===== src/rtl/core/smd_pkg.sv =====
// Shared types and constants for the SHA-1 digest unit.
// No dependencies; imported by every module of the block.
`default_nettype none

package smd_pkg;

   localparam int WORD_W = 32;
   localparam int BLOCK_WORDS = 16;
   localparam int ROUNDS = 80;
   localparam int ROUND_STAGE = 20;
   localparam int QUEUE_DEPTH_DEFAULT = 16;

   localparam logic [WORD_W-1:0] CHAIN_IV [5] = '{
      32'h67452301, 32'hefcdab89, 32'h98badcfe, 32'h10325476, 32'hc3d2e1f0
   };

   localparam logic [WORD_W-1:0] ROUND_K [4] = '{
      32'h5a827999, 32'h6ed9eba1, 32'h8f1bbcdc, 32'hca62c1d6
   };

   typedef enum logic {
      CMD_WORD,
      CMD_DIGEST
   } cmd_kind_type;

   typedef struct packed {
      cmd_kind_type      kind;
      logic [WORD_W-1:0] word;
   } cmd_type;

   typedef struct packed {
      logic full;
      logic empty;
   } q_status_type;

endpackage

`default_nettype wire


===== src/rtl/core/smd_if.sv =====
// Valid/ready channel interfaces for the SHA-1 digest unit.
// Request carries one message byte; response carries the 160-bit digest.
`default_nettype none

interface smd_req_if;
   logic       valid;
   logic       ready;
   logic [7:0] data_byte;
   logic       is_last;
   logic       no_byte;

   modport source (output valid, output data_byte, output is_last, output no_byte,
                   input ready);
   modport sink (input valid, input data_byte, input is_last, input no_byte,
                 output ready);
endinterface

interface smd_rsp_if;
   logic        valid;
   logic        ready;
   logic [31:0] digest_word0;
   logic [31:0] digest_word1;
   logic [31:0] digest_word2;
   logic [31:0] digest_word3;
   logic [31:0] digest_word4;

   modport source (output valid, output digest_word0, output digest_word1,
                   output digest_word2, output digest_word3, output digest_word4,
                   input ready);
   modport sink (input valid, input digest_word0, input digest_word1,
                 input digest_word2, input digest_word3, input digest_word4,
                 output ready);
endinterface

`default_nettype wire


===== src/rtl/core/smd_front.sv =====
// Front end: packs message bytes into big-endian words, counts length,
// and emits padding, length words and the digest command. Uses smd_pkg, smd_req_if.
`default_nettype none

module smd_front import smd_pkg::*; (
   input  wire logic    clock,
   input  wire logic    reset,
   smd_req_if.sink      req_chan,
   input  q_status_type q_status,
   output logic         push_valid,
   output cmd_type      push_cmd
);

   typedef enum logic [2:0] {
      F_TAKE,
      F_PAD_MARK,
      F_PAD_ZERO,
      F_LEN_HI,
      F_LEN_LO,
      F_DIGEST
   } fstate_type;

   fstate_type         state_ff, state_in;
   logic [5:0]         pos_ff, pos_in;
   logic [60:0]        count_ff, count_in;
   logic [WORD_W-1:0]  acc_ff, acc_in;

   logic               space;
   logic               accept;
   logic [4:0]         lane_shift;
   logic [WORD_W-1:0]  merged;
   logic [WORD_W-1:0]  mark_word;
   logic [5:0]         next_word_pos;

   assign space         = !q_status.full;
   assign req_chan.ready = (state_ff == F_TAKE) && space;
   assign accept        = req_chan.valid && req_chan.ready;
   assign lane_shift    = {~pos_ff[1:0], 3'b000};
   assign merged        = acc_ff | (WORD_W'(req_chan.data_byte) << lane_shift);
   assign mark_word     = acc_ff | (WORD_W'(8'h80) << lane_shift);
   assign next_word_pos = {pos_ff[5:2] + 4'd1, 2'b00};

   always_comb begin
      state_in   = state_ff;
      pos_in     = pos_ff;
      count_in   = count_ff;
      acc_in     = acc_ff;
      push_valid = 1'b0;
      push_cmd   = '{kind: CMD_WORD, word: merged};
      unique case (state_ff)
         F_TAKE: begin
            if (accept) begin
               if (!req_chan.no_byte) begin
                  count_in = count_ff + 61'd1;
                  pos_in   = pos_ff + 6'd1;
                  if (pos_ff[1:0] == 2'b11) begin
                     push_valid = 1'b1;
                     acc_in     = '0;
                  end else begin
                     acc_in = merged;
                  end
               end
               if (req_chan.is_last) begin
                  state_in = F_PAD_MARK;
               end
            end
         end
         F_PAD_MARK: begin
            push_cmd.word = mark_word;
            if (space) begin
               push_valid = 1'b1;
               acc_in     = '0;
               pos_in     = next_word_pos;
               state_in   = F_PAD_ZERO;
            end
         end
         F_PAD_ZERO: begin
            push_cmd.word = '0;
            if (pos_ff[5:2] == 4'd14) begin
               state_in = F_LEN_HI;
            end else if (space) begin
               push_valid = 1'b1;
               pos_in     = next_word_pos;
            end
         end
         F_LEN_HI: begin
            push_cmd.word = count_ff[60:29];
            if (space) begin
               push_valid = 1'b1;
               pos_in     = next_word_pos;
               state_in   = F_LEN_LO;
            end
         end
         F_LEN_LO: begin
            push_cmd.word = {count_ff[28:0], 3'b000};
            if (space) begin
               push_valid = 1'b1;
               pos_in     = next_word_pos;
               state_in   = F_DIGEST;
            end
         end
         F_DIGEST: begin
            push_cmd = '{kind: CMD_DIGEST, word: '0};
            if (space) begin
               push_valid = 1'b1;
               pos_in     = '0;
               count_in   = '0;
               acc_in     = '0;
               state_in   = F_TAKE;
            end
         end
         default: state_in = F_TAKE;
      endcase
   end

   always_ff @(posedge clock) begin
      if (reset) begin
         state_ff <= F_TAKE;
         pos_ff   <= '0;
         count_ff <= '0;
         acc_ff   <= '0;
      end else begin
         state_ff <= state_in;
         pos_ff   <= pos_in;
         count_ff <= count_in;
         acc_ff   <= acc_in;
      end
   end

endmodule

`default_nettype wire


===== src/rtl/core/smd_queue.sv =====
// Command queue between front end and compression engine.
// Register-file FIFO of smd_pkg::cmd_type entries; uses smd_pkg.
`default_nettype none

module smd_queue import smd_pkg::*; #(
   parameter int DEPTH = QUEUE_DEPTH_DEFAULT
) (
   input  wire logic    clock,
   input  wire logic    reset,
   input  wire logic    push_valid,
   input  cmd_type      push_cmd,
   input  wire logic    pop,
   output cmd_type      head,
   output q_status_type status
);

   localparam int PTR_W = $clog2(DEPTH);
   localparam int CNT_W = $clog2(DEPTH + 1);

   cmd_type             mem_ff [DEPTH];
   logic [PTR_W-1:0]    wr_ptr_ff, wr_ptr_in;
   logic [PTR_W-1:0]    rd_ptr_ff, rd_ptr_in;
   logic [CNT_W-1:0]    count_ff, count_in;

   assign head         = mem_ff[rd_ptr_ff];
   assign status.full  = (count_ff == CNT_W'(DEPTH));
   assign status.empty = (count_ff == '0);

   always_comb begin
      wr_ptr_in = wr_ptr_ff;
      rd_ptr_in = rd_ptr_ff;
      count_in  = count_ff;
      if (push_valid) begin
         wr_ptr_in = (wr_ptr_ff == PTR_W'(DEPTH - 1)) ? '0 : wr_ptr_ff + PTR_W'(1);
      end
      if (pop) begin
         rd_ptr_in = (rd_ptr_ff == PTR_W'(DEPTH - 1)) ? '0 : rd_ptr_ff + PTR_W'(1);
      end
      if (push_valid && !pop) begin
         count_in = count_ff + CNT_W'(1);
      end else if (pop && !push_valid) begin
         count_in = count_ff - CNT_W'(1);
      end
   end

   always_ff @(posedge clock) begin
      if (push_valid) begin
         mem_ff[wr_ptr_ff] <= push_cmd;
      end
   end

   always_ff @(posedge clock) begin
      if (reset) begin
         wr_ptr_ff <= '0;
         rd_ptr_ff <= '0;
         count_ff  <= '0;
      end else begin
         wr_ptr_ff <= wr_ptr_in;
         rd_ptr_ff <= rd_ptr_in;
         count_ff  <= count_in;
      end
   end

   a_no_overflow: assert property (@(posedge clock) disable iff (reset)
      push_valid && !pop |-> !status.full)
      else $error("queue push while full");

   a_no_underflow: assert property (@(posedge clock) disable iff (reset)
      pop |-> !status.empty)
      else $error("queue pop while empty");

   a_count_bound: assert property (@(posedge clock) disable iff (reset)
      count_ff <= CNT_W'(DEPTH))
      else $error("queue fill count out of range");

endmodule

`default_nettype wire


===== src/rtl/core/smd_back.sv =====
// Compression engine: loads 16 schedule words, runs 80 rounds at one per cycle,
// folds into the chain values and registers the digest. Uses smd_pkg, smd_rsp_if.
`default_nettype none

module smd_back import smd_pkg::*; (
   input  wire logic clock,
   input  wire logic reset,
   input  cmd_type   head,
   input  wire logic q_empty,
   output logic      pop,
   smd_rsp_if.source rsp_chan
);

   typedef enum logic [1:0] {
      B_LOAD,
      B_ROUND,
      B_ADD
   } bstate_type;

   bstate_type          state_ff, state_in;
   logic [3:0]          widx_ff, widx_in;
   logic [6:0]          round_ff, round_in;
   logic [WORD_W-1:0]   work_ff [5];
   logic [WORD_W-1:0]   work_in [5];
   logic [WORD_W-1:0]   chain_ff [5];
   logic [WORD_W-1:0]   chain_in [5];
   logic [WORD_W-1:0]   win_ff [BLOCK_WORDS];
   logic [WORD_W-1:0]   win_in [BLOCK_WORDS];
   logic [WORD_W-1:0]   digest_ff [5];
   logic [WORD_W-1:0]   digest_in [5];
   logic                rsp_valid_ff, rsp_valid_in;

   logic                out_free;
   logic [1:0]          stage;
   logic [WORD_W-1:0]   a, b, c, d, e;
   logic [WORD_W-1:0]   f;
   logic [WORD_W-1:0]   mix;
   logic [WORD_W-1:0]   new_w;
   logic [WORD_W-1:0]   tmp;

   assign a = work_ff[0];
   assign b = work_ff[1];
   assign c = work_ff[2];
   assign d = work_ff[3];
   assign e = work_ff[4];

   assign out_free = !rsp_valid_ff || rsp_chan.ready;
   assign pop = (state_ff == B_LOAD) && !q_empty &&
                ((head.kind == CMD_WORD) || out_free);

   always_comb begin
      if (round_ff < 7'(ROUND_STAGE)) begin
         stage = 2'd0;
      end else if (round_ff < 7'(2 * ROUND_STAGE)) begin
         stage = 2'd1;
      end else if (round_ff < 7'(3 * ROUND_STAGE)) begin
         stage = 2'd2;
      end else begin
         stage = 2'd3;
      end
      case (stage)
         2'd0:    f = (b & c) | (~b & d);
         2'd2:    f = (b & c) | (b & d) | (c & d);
         default: f = b ^ c ^ d;
      endcase
   end

   assign mix   = win_ff[13] ^ win_ff[8] ^ win_ff[2] ^ win_ff[0];
   assign new_w = {mix[WORD_W-2:0], mix[WORD_W-1]};
   assign tmp   = {a[WORD_W-6:0], a[WORD_W-1:WORD_W-5]} + f + e + win_ff[0] + ROUND_K[stage];

   assign rsp_chan.valid        = rsp_valid_ff;
   assign rsp_chan.digest_word0 = digest_ff[0];
   assign rsp_chan.digest_word1 = digest_ff[1];
   assign rsp_chan.digest_word2 = digest_ff[2];
   assign rsp_chan.digest_word3 = digest_ff[3];
   assign rsp_chan.digest_word4 = digest_ff[4];

   always_comb begin
      state_in     = state_ff;
      widx_in      = widx_ff;
      round_in     = round_ff;
      work_in      = work_ff;
      chain_in     = chain_ff;
      win_in       = win_ff;
      digest_in    = digest_ff;
      rsp_valid_in = rsp_valid_ff && !rsp_chan.ready;
      unique case (state_ff)
         B_LOAD: begin
            if (pop) begin
               if (head.kind == CMD_WORD) begin
                  for (int i = 0; i < BLOCK_WORDS - 1; i++) begin
                     win_in[i] = win_ff[i+1];
                  end
                  win_in[BLOCK_WORDS-1] = head.word;
                  widx_in = widx_ff + 4'd1;
                  if (widx_ff == 4'(BLOCK_WORDS - 1)) begin
                     state_in = B_ROUND;
                     work_in  = chain_ff;
                     round_in = '0;
                  end
               end else begin
                  rsp_valid_in = 1'b1;
                  digest_in    = chain_ff;
                  chain_in     = CHAIN_IV;
               end
            end
         end
         B_ROUND: begin
            for (int i = 0; i < BLOCK_WORDS - 1; i++) begin
               win_in[i] = win_ff[i+1];
            end
            win_in[BLOCK_WORDS-1] = new_w;
            work_in[0] = tmp;
            work_in[1] = a;
            work_in[2] = {b[1:0], b[WORD_W-1:2]};
            work_in[3] = c;
            work_in[4] = d;
            round_in   = round_ff + 7'd1;
            if (round_ff == 7'(ROUNDS - 1)) begin
               state_in = B_ADD;
            end
         end
         B_ADD: begin
            for (int i = 0; i < 5; i++) begin
               chain_in[i] = chain_ff[i] + work_ff[i];
            end
            state_in = B_LOAD;
         end
         default: state_in = B_LOAD;
      endcase
   end

   always_ff @(posedge clock) begin
      win_ff    <= win_in;
      digest_ff <= digest_in;
      if (reset) begin
         state_ff     <= B_LOAD;
         widx_ff      <= '0;
         round_ff     <= '0;
         work_ff      <= '{default: '0};
         chain_ff     <= CHAIN_IV;
         rsp_valid_ff <= 1'b0;
      end else begin
         state_ff     <= state_in;
         widx_ff      <= widx_in;
         round_ff     <= round_in;
         work_ff      <= work_in;
         chain_ff     <= chain_in;
         rsp_valid_ff <= rsp_valid_in;
      end
   end

   a_digest_on_boundary: assert property (@(posedge clock) disable iff (reset)
      pop && (head.kind == CMD_DIGEST) |-> widx_ff == '0)
      else $error("digest command inside a partial block");

   a_round_bound: assert property (@(posedge clock) disable iff (reset)
      state_ff == B_ROUND |-> round_ff < 7'(ROUNDS))
      else $error("round counter out of range");

endmodule

`default_nettype wire


===== src/rtl/core/sha1_message_digest_unit.sv =====
// SHA-1 message digest unit, top level.
// Uses smd_pkg, smd_if, smd_front, smd_queue, smd_back.
//
// req_chan takes one message byte per transfer (no_byte set: no byte,
// is_last set: message ends). rsp_chan gives one 160-bit digest, five
// big-endian words, per message. Both are valid/ready channels.
// The front end takes one byte per cycle and packs words into a command
// queue (QUEUE_DEPTH entries); it stalls when the queue is full and while
// it writes the padding, the length and the digest command.
// The compression engine loads one word per cycle while the queue holds
// words and runs one round per cycle; for each 64-byte block it loads 16
// words, runs 80 rounds and adds the result into the chain values, and it
// takes no word of the next block until that add is done. After the last
// item the front end writes the padding and the length when the queue has
// room; the digest follows the compression of the one or two padded blocks
// and of any earlier block still in the engine.
// Reset (synchronous) loads the initial chain values, empties the queue and
// the counters; an item can be taken as soon as reset is released.
// While rsp_chan stalls the digest is held; bytes of the next message are
// still taken until the queue fills behind the pending digest command.
`default_nettype none

module sha1_message_digest_unit import smd_pkg::*; #(
   parameter int QUEUE_DEPTH = QUEUE_DEPTH_DEFAULT
) (
   input wire logic  clock,
   input wire logic  reset,
   smd_req_if.sink   req_chan,
   smd_rsp_if.source rsp_chan
);

   logic         push_valid;
   cmd_type      push_cmd;
   cmd_type      head;
   q_status_type q_status;
   logic         pop;

   smd_front u_front (
      .clock      (clock),
      .reset      (reset),
      .req_chan   (req_chan),
      .q_status   (q_status),
      .push_valid (push_valid),
      .push_cmd   (push_cmd)
   );

   smd_queue #(
      .DEPTH (QUEUE_DEPTH)
   ) u_queue (
      .clock      (clock),
      .reset      (reset),
      .push_valid (push_valid),
      .push_cmd   (push_cmd),
      .pop        (pop),
      .head       (head),
      .status     (q_status)
   );

   smd_back u_back (
      .clock    (clock),
      .reset    (reset),
      .head     (head),
      .q_empty  (q_status.empty),
      .pop      (pop),
      .rsp_chan (rsp_chan)
   );

endmodule

`default_nettype wire


===== src/flat_wrapper.sv =====
// flat-port wrapper written by rule: the top's interface ports become plain ports
module sha1_message_digest_unit_flat import smd_pkg::*;
#(
   parameter int QUEUE_DEPTH = QUEUE_DEPTH_DEFAULT
)
  (clock, reset, req_chan_valid, req_chan_data_byte, req_chan_is_last, req_chan_no_byte, req_chan_ready, rsp_chan_valid, rsp_chan_digest_word0, rsp_chan_digest_word1, rsp_chan_digest_word2, rsp_chan_digest_word3, rsp_chan_digest_word4, rsp_chan_ready);
  smd_req_if req_chan_i ();
  smd_rsp_if rsp_chan_i ();
  input wire logic clock;
  input wire logic reset;
  input wire logic [$bits(req_chan_i.valid)-1:0] req_chan_valid;
  input wire logic [$bits(req_chan_i.data_byte)-1:0] req_chan_data_byte;
  input wire logic [$bits(req_chan_i.is_last)-1:0] req_chan_is_last;
  input wire logic [$bits(req_chan_i.no_byte)-1:0] req_chan_no_byte;
  output wire logic [$bits(req_chan_i.ready)-1:0] req_chan_ready;
  output wire logic [$bits(rsp_chan_i.valid)-1:0] rsp_chan_valid;
  output wire logic [$bits(rsp_chan_i.digest_word0)-1:0] rsp_chan_digest_word0;
  output wire logic [$bits(rsp_chan_i.digest_word1)-1:0] rsp_chan_digest_word1;
  output wire logic [$bits(rsp_chan_i.digest_word2)-1:0] rsp_chan_digest_word2;
  output wire logic [$bits(rsp_chan_i.digest_word3)-1:0] rsp_chan_digest_word3;
  output wire logic [$bits(rsp_chan_i.digest_word4)-1:0] rsp_chan_digest_word4;
  input wire logic [$bits(rsp_chan_i.ready)-1:0] rsp_chan_ready;
  assign req_chan_i.valid = req_chan_valid;
  assign req_chan_i.data_byte = req_chan_data_byte;
  assign req_chan_i.is_last = req_chan_is_last;
  assign req_chan_i.no_byte = req_chan_no_byte;
  assign req_chan_ready = req_chan_i.ready;
  assign rsp_chan_valid = rsp_chan_i.valid;
  assign rsp_chan_digest_word0 = rsp_chan_i.digest_word0;
  assign rsp_chan_digest_word1 = rsp_chan_i.digest_word1;
  assign rsp_chan_digest_word2 = rsp_chan_i.digest_word2;
  assign rsp_chan_digest_word3 = rsp_chan_i.digest_word3;
  assign rsp_chan_digest_word4 = rsp_chan_i.digest_word4;
  assign rsp_chan_i.ready = rsp_chan_ready;
  sha1_message_digest_unit #(.QUEUE_DEPTH(QUEUE_DEPTH)) u_core (.clock(clock), .reset(reset), .req_chan(req_chan_i), .rsp_chan(rsp_chan_i));
endmodule

===== config.mk =====
export PLATFORM = sky130hd
export DESIGN_NAME = sha1_message_digest_unit_flat
export DESIGN_NICKNAME = d
export VERILOG_FILES = /design/src/rtl/core/smd_pkg.sv /design/src/rtl/core/smd_if.sv /design/src/rtl/core/smd_front.sv /design/src/rtl/core/smd_queue.sv /design/src/rtl/core/smd_back.sv /design/src/rtl/core/sha1_message_digest_unit.sv /design/src/flat_wrapper.sv
export SDC_FILE = /design/constraint.sdc
export NUM_CORES = 2
export LEC_CHECK = 0
export BUFFER_PORTS_ARGS = -buffer_cell sky130_fd_sc_hd__buf_2
export CAP_MARGIN = 30
export CORE_MARGIN = 4
export CORE_UTILIZATION = 30
export DETAILED_ROUTE_END_ITERATION = 10
export GPL_TIMING_DRIVEN = 0
export SYNTH_ARGS = -nofsm -noshare
export SYNTH_HDL_FRONTEND = slang
export SYNTH_SLANG_ARGS = --single-unit

===== constraint.sdc =====
create_clock -name clock -period 30.6 [get_ports clock]
set_input_delay 4.59 -clock clock [delete_from_list [all_inputs] [get_ports clock]]
set_output_delay 4.59 -clock clock [all_outputs]
set_load 0.02 [all_outputs]

==> parameters.txt <==
Parameter                              Value

Placed design
  Post-DP Area    79900 um^2
  Count of buffers inserted at the top-level ports    167
  Post-detailed-placement half-perimeter wirelength    161000 um
  Final GP Congestion    0.939

Die
  IO Count    176
  Initial core utilization    0.301
  Core area    243000 um^2
  Die Height    502 um
  Placement Rows    181
  Die Footprint    252000 um^2
  Die width    502 um

STA
  Final number of max-transition violations    0
  Hold violation count in the final report    0
  Total of endpoints with negative setup slack in the final report    0
  Final clock period utilization by the worst path    0.253
  RSZ-0062 raised after global routing    false
  Min Tclk post-route    7.74 ns
  Worst max-slew margin expressed relative to the limit    0.234
  Achievable frequency    129 MHz
  Layout Skew    0.0433 ns
  Transition time at the pin with the least slew margin    1.14 ns

Detailed routing
  DR iter-0 viols    5050
  Final routed wire length divided by cell count    23.0 um
  Drt first pass iters    7
  DRC    0
  Vias per std cell    5.11
  DRT Wirelength    216000 um
  Routed via count    48100
  Final ANT Viol Nets    0

Clocking
  TritonCTS clock tree    done
  Total clock sinks    1653
  Clock-pin transition on the worst setup and hold timing paths    0.06 ns
  Post-cts sizing count    0
  Cts-stage hold buffer count    0
  Number of buffers between clock root and the deepest sink    3
  Count of H-tree levels built during CTS    4
  Clock insertion delay at the later pin of the skew report    0.82 ns
  CTS root buffer    sky130_fd_sc_hd__clkbuf_16
  Post-CTS setup-driven buffer insertion count    0
  Total CTS buffers    162

Power and ir drop
  Power density cells    90.2 nW/um^2
  Total power after layout    0.00772 W
  VDD IR max    0.0679 mV
  Static Leakage    29.7 nW

Synthesis
  Cells after synthesis    5615
  Count of state elements after synthesis    1653
  Warning count from the yosys run    0
  Part of the Yosys area used for sequential elements    0.616
  Net count of the mapped netlist    5971
  Average size of a mapped cell    13.0 um^2
  Most used flip-flop cell after synthesis    sky130_fd_sc_hd__edfxtp_1
  Synth Cell Area    73200 um^2
  Async set-reset flop share out of synthesis    0
  Number of distinct standard cells referenced by the synthesized netlist    83
  Number of enable flip-flop cells after synthesis    1200

Global routing
  GR Util met3    0.0300
  Total global routing overflow    0
  Total routing resource utilization after global routing    0.167
  GRT busiest layer    met2
  First-pass GRT wire length    314000 um
  GR Util met1    0.227
  Vias in the first global route    46400
  Pin count of the biggest net entering global routing    40
  Antenna violations before repair    7
  Met2 track utilization from global routing    0.263

Cells and area
  Top library cells by usage in the layout, fill and taps aside    sky130_fd_sc_hd__edfxtp_1 (1200), sky130_fd_sc_hd__nand2_1 (510), sky130_fd_sc_hd__nor2_1 (504)
  Area grow syn2layout    16.9%
  Number of nets in the layout    6420
  Commonest non-fill, non-tap cell in the layout    sky130_fd_sc_hd__edfxtp_1
  Share of final-layout standard cells stronger than drive strength 1    0.131
  Ant diodes    0
  Filler Cells Inserted    23500
  Final design area excluding fillers    85600 um^2

Outcome
  Outcome    completed

Worst setup path
  Arrival @ worst endpoint    3.15 ns
  Peak fanout along the critical path    10
  Endpoint kind of the worst setup timing path    output port
  Required time of the critical path    26.01 ns
  Category of the critical setup timing path    reg2out
  Type of element launching the critical path    flop

Min path
  Worst hold-check path type    reg2reg

Job
  Max-cap viol count    0
-- metrics by stage --
stage	std cells	hold slack (ns)	TNS [ns]	utilization	worst slack [ns]
after CTS	9391	0.405	0	0.352	22.89
after detailed placement	9089	0.405	0	0.329	22.45
after floorplan	5615	0.400	0	-	6.16
after global placement	8984	0.400	-402.40	0.321	-0.885
final	9404	0.403	0	0.352	22.86
after global routing	9404	0.415	0	0.352	22.59
-- Yosys cell counts (28+ instances only) --
cell | instances | area, um^2
sky130_fd_sc_hd__nor2_1 | 519 | 1950
sky130_fd_sc_hd__or3_1 | 28 | 175
sky130_fd_sc_hd__nor3_1 | 61 | 305
sky130_fd_sc_hd__ha_1 | 216 | 2700
sky130_fd_sc_hd__a21o_1 | 125 | 938
sky130_fd_sc_hd__a21oi_1 | 257 | 1290
sky130_fd_sc_hd__mux2i_1 | 42 | 420
sky130_fd_sc_hd__edfxtp_1 | 1200 | 36000
sky130_fd_sc_hd__buf_2 | 37 | 185
sky130_fd_sc_hd__a22oi_1 | 43 | 323
sky130_fd_sc_hd__o21ai_0 | 218 | 1090
sky130_fd_sc_hd__nand4_1 | 33 | 206
sky130_fd_sc_hd__nand2b_1 | 74 | 463
sky130_fd_sc_hd__nand2_1 | 510 | 1910
sky130_fd_sc_hd__a221oi_1 | 51 | 447
sky130_fd_sc_hd__o21a_1 | 28 | 210
sky130_fd_sc_hd__inv_1 | 278 | 1040
sky130_fd_sc_hd__fa_1 | 126 | 2520
sky130_fd_sc_hd__mux4_2 | 165 | 3720
sky130_fd_sc_hd__nand3_1 | 55 | 275
sky130_fd_sc_hd__xnor2_1 | 211 | 1850
sky130_fd_sc_hd__xor2_1 | 110 | 963
sky130_fd_sc_hd__a31oi_1 | 38 | 238
sky130_fd_sc_hd__a311oi_1 | 144 | 1260
sky130_fd_sc_hd__dfxtp_1 | 453 | 9070
sky130_fd_sc_hd__nor2b_1 | 34 | 213
sky130_fd_sc_hd__clkbuf_1 | 204 | 766
sky130_fd_sc_hd__a211oi_1 | 28 | 210
sky130_fd_sc_hd__o22ai_1 | 74 | 463
-- where the power goes --
part | leakage [nW] | switching [W] | internal (W)
Sequential | 14.7 | 0.000204 | 0.00329
Combinational | 12.3 | 0.00138 | 0.000768
Clock | 2.69 | 0.000913 | 0.00117
-- path summary, 6_finish.rpt --
check	startpoint	end	slack, ns	cells after the start
setup / recovery	u_core.u_front.state_ff[2]$_SDFFE_PP0P_	req_chan_ready	22.86	5
hold / removal	u_core.u_back.win_ff[136]$_DFFE_PP_	u_core.u_back.win_ff[168]$_DFFE_PP_	0.40	0
setup reg to reg	u_core.u_back.round_ff[2]$_SDFFE_PP0P_	u_core.u_back.a[25]$_SDFFE_PP0P_	23.02	23
hold reg to reg	u_core.u_back.win_ff[136]$_DFFE_PP_	u_core.u_back.win_ff[168]$_DFFE_PP_	0.40	0
-- registers in the layout (all words and copies together), names as in the netlist, 32 cells and up, named ones only --
name and flops:
u_core.u_back.b 32, u_core.u_front.acc_ff 32, u_core.u_back.c 32, u_core.u_front.count_ff 61, u_core.u_back.rsp_chan.digest_word0 32, u_core.u_back.rsp_chan.digest_word2 32, u_core.u_back.rsp_chan.digest_word3 32, u_core.u_back.a 32
u_core.u_back.win_ff 512, u_core.u_back.d 32, u_core.u_back.rsp_chan.digest_word4 32, u_core.u_queue.mem_ff 528, u_core.u_back.chain_ff 160, u_core.u_back.rsp_chan.digest_word1 32, u_core.u_back.e 32
-- area by class of cell --
cell class / count / area, um^2 / area share
repair buffers: 285 / 2650 / 0.0309
well taps: 3202 / 4010 / 0.0468
inverters: 279 / 1050 / 0.0122
multi-input cells: 3412 / 26100 / 0.305
flip-flops and latches: 1653 / 45100 / 0.527
clock inverters: 104 / 1290 / 0.0151
plain buffers: 271 / 1100 / 0.0128
clock buffers: 198 / 4310 / 0.0503
-- cells by family (layout without fill, tap and decap cells) --
family / Yosys count / after routing / synth area share
flip-flops: 1653 / 1653 / 0.616
AND/OR/NAND/NOR: 1407 / 1407 / 0.0847
adder cells (fa/ha/maj): 342 / 342 / 0.0714
XOR/XNOR: 321 / 321 / 0.0384
AO/OA/AOI/OAI: 1133 / 1133 / 0.103
multiplexers: 209 / 209 / 0.0568
buffers and inverters: 550 / 1137 / 0.0293
-- per-layer routing --
| layer | share of wire | wire length (um) |
|---|---|---|
| met2 | 0.45 | 98000 |
| met4 | 0.047 | 10300 |
| met3 | 0.070 | 15100 |
| met5 | 0.00010 | 22 |
| met1 | 0.43 | 93000 |
-- worst max-delay path, stage by stage (launching register included) --
cell                       delay (ns)
sky130_fd_sc_hd__dfxtp_1         0.45
sky130_fd_sc_hd__clkbuf_1        0.42
sky130_fd_sc_hd__clkbuf_1        0.43
sky130_fd_sc_hd__buf_1           0.58
sky130_fd_sc_hd__nor4_1          0.24
sky130_fd_sc_hd__buf_2           0.23
(Power assumes the default switching activity.)
